===== src/hdl/mfb_pkg.sv =====
// Shared constants and control types of the max flow search unit.
`default_nettype none
package mfb_pkg;

  // Graph size and data widths.
  localparam int MAX_V    = 64;
  localparam int VW       = $clog2(MAX_V);
  localparam int CNT_W    = VW + 1;
  localparam int MAT_AW   = 2 * VW;
  localparam int CAP_BITS = 16;
  localparam int FLOW_W   = 22;
  localparam logic [CAP_BITS-1:0] CAP_MAX  = {CAP_BITS{1'b1}};
  localparam logic [FLOW_W-1:0]   FLOW_MAX = {FLOW_W{1'b1}};

  // Configuration port.
  localparam int CFG_IDX_W = 2;
  localparam int CFG_DW    = 7;
  localparam logic [CFG_IDX_W-1:0] CFG_VCOUNT = 2'd0;
  localparam logic [CFG_IDX_W-1:0] CFG_SOURCE = 2'd1;
  localparam logic [CFG_IDX_W-1:0] CFG_SINK   = 2'd2;
  localparam logic [CNT_W-1:0]     VCOUNT_RST = CNT_W'(MAX_V);

  // Input operation codes.
  localparam logic OP_LOAD = 1'b0;
  localparam logic OP_RUN  = 1'b1;

  // Commands from the controller to the datapath.
  typedef struct packed {
    logic clr_step;
    logic load;
    logic run_start;
    logic init;
    logic pop;
    logic scan_start;
    logic scan;
    logic walk_start;
    logic bott_init;
    logic push_flow;
    logic mat_rd_fwd;
    logic bott_upd;
    logic fwd_wr;
    logic bwd_wr;
    logic out_load;
  } mfb_cmd_t;

  // Status from the datapath to the controller.
  typedef struct packed {
    logic clr_last;
    logic bad;
    logic q_empty;
    logic found;
    logic scan_end;
    logic at_src;
    logic out_busy;
  } mfb_sts_t;

endpackage
`default_nettype wire


===== src/hdl/mfb_ctrl.sv =====
// Controller state machine that sequences clearing, loads, searches and path updates.
`default_nettype none
module mfb_ctrl
  import mfb_pkg::*;
(
  input  wire logic     clk,
  input  wire logic     rst_n,
  input  wire logic     in_valid,
  input  wire logic     in_op,
  output logic          in_ready,
  input  wire mfb_sts_t sts,
  output mfb_cmd_t      cmd
);

  localparam logic [3:0] S_CLEAR = 4'd0;
  localparam logic [3:0] S_IDLE  = 4'd1;
  localparam logic [3:0] S_INIT  = 4'd2;
  localparam logic [3:0] S_POP   = 4'd3;
  localparam logic [3:0] S_POPW  = 4'd4;
  localparam logic [3:0] S_SCAN  = 4'd5;
  localparam logic [3:0] S_B0    = 4'd6;
  localparam logic [3:0] S_B1    = 4'd7;
  localparam logic [3:0] S_B2    = 4'd8;
  localparam logic [3:0] S_B3    = 4'd9;
  localparam logic [3:0] S_A0    = 4'd10;
  localparam logic [3:0] S_A1    = 4'd11;
  localparam logic [3:0] S_A2    = 4'd12;
  localparam logic [3:0] S_A3    = 4'd13;
  localparam logic [3:0] S_A4    = 4'd14;
  localparam logic [3:0] S_DONE  = 4'd15;

  logic [3:0] state_r, state_nxt;
  logic       accept;

  assign in_ready = (state_r == S_IDLE);
  assign accept   = in_valid && in_ready;

  // Next state and command decode.
  always_comb begin
    state_nxt = state_r;
    cmd       = '0;
    case (state_r)
      S_CLEAR: begin
        cmd.clr_step = 1'b1;
        if (sts.clr_last) begin
          state_nxt = S_IDLE;
        end
      end
      S_IDLE: begin
        if (accept && in_op == OP_LOAD) begin
          cmd.load = 1'b1;
        end else if (accept) begin
          cmd.run_start = 1'b1;
          state_nxt = sts.bad ? S_DONE : S_INIT;
        end
      end
      S_INIT: begin
        cmd.init  = 1'b1;
        state_nxt = S_POP;
      end
      S_POP: begin
        if (sts.q_empty) begin
          state_nxt = S_DONE;
        end else begin
          cmd.pop   = 1'b1;
          state_nxt = S_POPW;
        end
      end
      S_POPW: begin
        cmd.scan_start = 1'b1;
        state_nxt = S_SCAN;
      end
      S_SCAN: begin
        cmd.scan = 1'b1;
        if (sts.found) begin
          state_nxt = S_B0;
        end else if (sts.scan_end) begin
          state_nxt = S_POP;
        end
      end
      // First walk back along the path: find the bottleneck.
      S_B0: begin
        cmd.walk_start = 1'b1;
        cmd.bott_init  = 1'b1;
        state_nxt = S_B1;
      end
      S_B1: begin
        if (sts.at_src) begin
          state_nxt = S_A0;
        end else begin
          state_nxt = S_B2;
        end
      end
      S_B2: begin
        cmd.mat_rd_fwd = 1'b1;
        state_nxt = S_B3;
      end
      S_B3: begin
        cmd.bott_upd = 1'b1;
        state_nxt = S_B1;
      end
      // Second walk: update forward and backward residuals.
      S_A0: begin
        cmd.walk_start = 1'b1;
        cmd.push_flow  = 1'b1;
        state_nxt = S_A1;
      end
      S_A1: begin
        if (sts.at_src) begin
          state_nxt = S_INIT;
        end else begin
          state_nxt = S_A2;
        end
      end
      S_A2: begin
        cmd.mat_rd_fwd = 1'b1;
        state_nxt = S_A3;
      end
      S_A3: begin
        cmd.fwd_wr = 1'b1;
        state_nxt = S_A4;
      end
      S_A4: begin
        cmd.bwd_wr = 1'b1;
        state_nxt = S_A1;
      end
      S_DONE: begin
        if (!sts.out_busy) begin
          cmd.out_load = 1'b1;
          state_nxt = S_IDLE;
        end
      end
      default: begin
        state_nxt = S_CLEAR;
      end
    endcase
  end

  always_ff @(posedge clk) begin
    if (!rst_n) begin
      state_r <= S_CLEAR;
    end else begin
      state_r <= state_nxt;
    end
  end

endmodule
`default_nettype wire


===== config.mk =====
export PLATFORM = sky130hd
export DESIGN_NAME = mfb_ctrl
export DESIGN_NICKNAME = d
export VERILOG_FILES = /design/src/hdl/mfb_pkg.sv /design/src/hdl/mfb_ctrl.sv
export SDC_FILE = /design/constraint.sdc
export NUM_CORES = 1
export LEC_CHECK = 0
export BUFFER_PORTS_ARGS = -buffer_cell sky130_fd_sc_hd__buf_2
export CORE_AREA = 10 10 47 49
export DETAILED_ROUTE_END_ITERATION = 8
export DIE_AREA = 0 0 57 59
export PLACE_DENSITY_LB_ADDON = 0.15
export SYNTH_ARGS = -nofsm -noshare
export SYNTH_HDL_FRONTEND = slang
export SYNTH_SLANG_ARGS = --single-unit

===== constraint.sdc =====
create_clock -name clk -period 1.8 [get_ports clk]
set_clock_uncertainty 0.15 [all_clocks]
set_input_delay 0.18 -clock clk [delete_from_list [all_inputs] [get_ports clk]]
set_output_delay 0.18 -clock clk [all_outputs]
set_load 0.01 [all_outputs]

==> impl_metrics.ini <==
[timing]
fin_tns_setup_ns = 0
drv_slew = 0
worst_slew_pin_slew_ns = 0.3014
period_minus_slack_ns = 1.680
slew_headroom = 0.7965
rsz0062_at_grt = false
timing.fmax_mhz = 595.4
min_period_over_period = 0.9331
setup_viol = 0
hold_viol_final = 0

[setup_path]
cp-startpoint = state_r[2]
cp-start-kind = register
rr_worst_depth = 4
r2r_setup_slack_ns = 0.20
critPathCapture = cmd[7]
arrival_ns = 1.35
r2r_end = state_r[0]
r2r_start = state_r[1]
cp_max_fo = 11
worstSetupPathType = register to primary output
crit_path_end_kind = primary output
cp_data_required_time_ns = 1.47

[power]
power_frac_clock = 0.363
p_sw_frac = 0.3139
ir_drop_uv = 219.2
seq_power_share = 0.318
p_per_area_nw_per_um2 = 435.5
leakage_nw = 0.3063
p_comb_frac = 0.319
power_switching_w = 0.00009476
power.internal_w = 0.0002071

[synthesis]
syn_inst = 79
ys_ff_latch = 4
synth_warnings = 0
syn_area_um2 = 506.7
yosysUniqueCellTypes = 34
synth_nets = 90
synth_seq_area_share = 0.1580
synth_area_per_cell_um2 = 6.414

[global_routing]
grt_pass1_vias = 619
antenna_found_initial = 0
grt_pass1_wl_um = 2808
grt_usage = 0.1018
overflow = 0
grt_max_degree = 15

[floorplan]
dieArea_um2 = 3363
chipWidth_um = 57
fp.dieH_um = 59
core-area_um2 = 1401
initial_core_util = 0.3616
fp-row-count = 14
ioPinCount = 27

[clocking]
clkTransAtPathRegs_ns = 0.04
cts-root-buf = clkbuf_4
cts_buffers = 3
cts_tree = built
cts_sinks = 4
cts_buffer_depth = 2
clk_latency_ns = 0.23
cts_setup_buffers = 0
htree_levels = 1
ctsHoldBuffers = 0

[hold_path]
hold_class = input pin to register

[layout]
syn2layout_area_growth_pct = 36.79
reg_top3 = state_r (4)
finalNetCount = 118
fin_area_um2 = 693.2
drive_gt1_frac = 0.3714
ff_latch_area_um2 = 82.58
multiInputGateArea_um2 = 392.9
fillers = 157
regMostFlops = state_r
largest_reg_flops = 4
n_antenna_cell = 0
final_cells = 121

[routing]
wire_per_inst_um = 13.79
viasPerCell = 5.405
drc = 0
drt_wl_total_um = 1668
via_count = 654
drtAntennaViolNets = 0
dr.pass1.iters = 4
drt-initial-drc-count = 6

[job]
cap_violations = 0

[placed_design]
gp_congestion = 0.8482
portBuffers = 26
hpwl_um = 1301
place_area_um2 = 653.1
dp.cells = 118

[run_status]
status = completed
placed cells by master (no fill, tap or decap), types with 2 or more instances in the layout:
master / n
mux2i_1: 2
o21ai_0: 3
o41ai_1: 2
clkbuf_4: 3
dfxtp_1: 2
nor2_1: 12
buf_4: 3
buf_2: 26
dfxtp_2: 2
a21oi_1: 4
nand3_1: 4
a31oi_1: 2
inv_1: 3
nand2_1: 6
nand2b_1: 5
nor3_1: 6
logic make-up after synthesis:
| kind of cell | Yosys count | share of synthesized area |
|---|---|---|
| compound gates | 18 | 0.2346 |
| mux | 2 | 0.03951 |
| simple gates | 45 | 0.4790 |
| flops | 4 | 0.1580 |
| buf+inv | 10 | 0.08888 |
area by class of cell:
class	count	share of cell area
multi-input cells	65	0.5668
repair buffers	30	0.2365
flip-flops and latches	4	0.1191
clock buffers	3	0.03249
well taps	16	0.02888
inverters	3	0.01625
Yosys cell counts, drive strengths merged:
| library cell | n | area [µm²] |
|---|---|---|
| a21boi | 2 | 15.02 |
| a21oi | 4 | 20.02 |
| o211ai | 1 | 7.510 |
| nand3b | 1 | 7.510 |
| nand2 | 6 | 22.52 |
| a31oi | 2 | 12.51 |
| nand4 | 1 | 6.260 |
| dfxtp | 4 | 80.08 |
| inv | 3 | 11.26 |
| mux2i | 2 | 20.02 |
| or2 | 2 | 12.52 |
| nand4bb | 1 | 11.26 |
| nand3 | 4 | 20.02 |
| and2 | 1 | 6.260 |
| or3 | 1 | 6.260 |
| o2111ai | 1 | 8.760 |
| clkbuf | 2 | 7.510 |
| nand2b | 6 | 45.04 |
| o41ai | 2 | 17.52 |
| o21ai | 4 | 20.01 |
| nor2 | 12 | 45.04 |
| buf | 5 | 26.27 |
| o21bai | 1 | 7.510 |
| or2b | 1 | 7.510 |
| o311a | 1 | 10.01 |
| or4 | 1 | 11.26 |
| nor3 | 7 | 35.03 |
| and3 | 1 | 6.260 |
worst min-delay path by stage:
stage	to	cells after the start	slack, ns	from
final	state_r[0]	3	0.06	rst_n
after global routing	state_r[0]	3	0.09	rst_n
after CTS	state_r[2]	3	0.05	rst_n
after detailed placement	state_r[0]	3	0.30	rst_n
after global placement	state_r[0]	3	0.31	rst_n
after floorplan	state_r[0]	2	0.15	rst_n
critical path, stage by stage (launching register included):
cell and delay, ns:
dfxtp_2 0.41, buf_6 0.17, or2b_1 0.26, a21oi_1 0.13, buf_2 0.14
routing by layer:
metal	up-vias	GRT usage	wire, µm
met4	0	0.06040	36
met1	289	0.1135	759
li1	334	-	-
met2	27	0.1535	737
met3	4	0.04936	135
met5	-	0	0
metrics by stage:
stage | util | power [W] | worst slack [ns] | hold slack, ns
4_1_cts | 0.4866 | 0.0003050 | 0.07192 | 0.05386
5_1_grt | 0.4946 | 0.0003238 | 0.02600 | 0.08509
3_5_place_dp | 0.4661 | 0.0001904 | 0.1468 | 0.3031
6_report | 0.4946 | 0.0003019 | 0.1205 | 0.06167
3_3_place_gp | 0.4661 | 0.0001901 | 0.1740 | 0.3131
2_1_floorplan | - | 0.0001531 | 0.1872 | 0.1529
power by group through the flow:
stage / combinational, W / sequential, W / clock, W
floorplan: 0.0000573 / 0.0000957 / 0
global placement: 0.0000933 / 0.0000968 / 0
detailed placement: 0.0000934 / 0.0000970 / 0
CTS: 0.0000947 / 0.0000957 / 0.000114
global route: 0.000109 / 0.0000966 / 0.000119
finish: 0.0000964 / 0.0000959 / 0.000110
timing repair:
item                                    4_1_cts  5_1_grt
resized for setup                             2        3
endpoints found under the hold margin         0        0
endpoints found under the setup margin        3        3
Note: power is estimated with default switching activity, not from simulation.
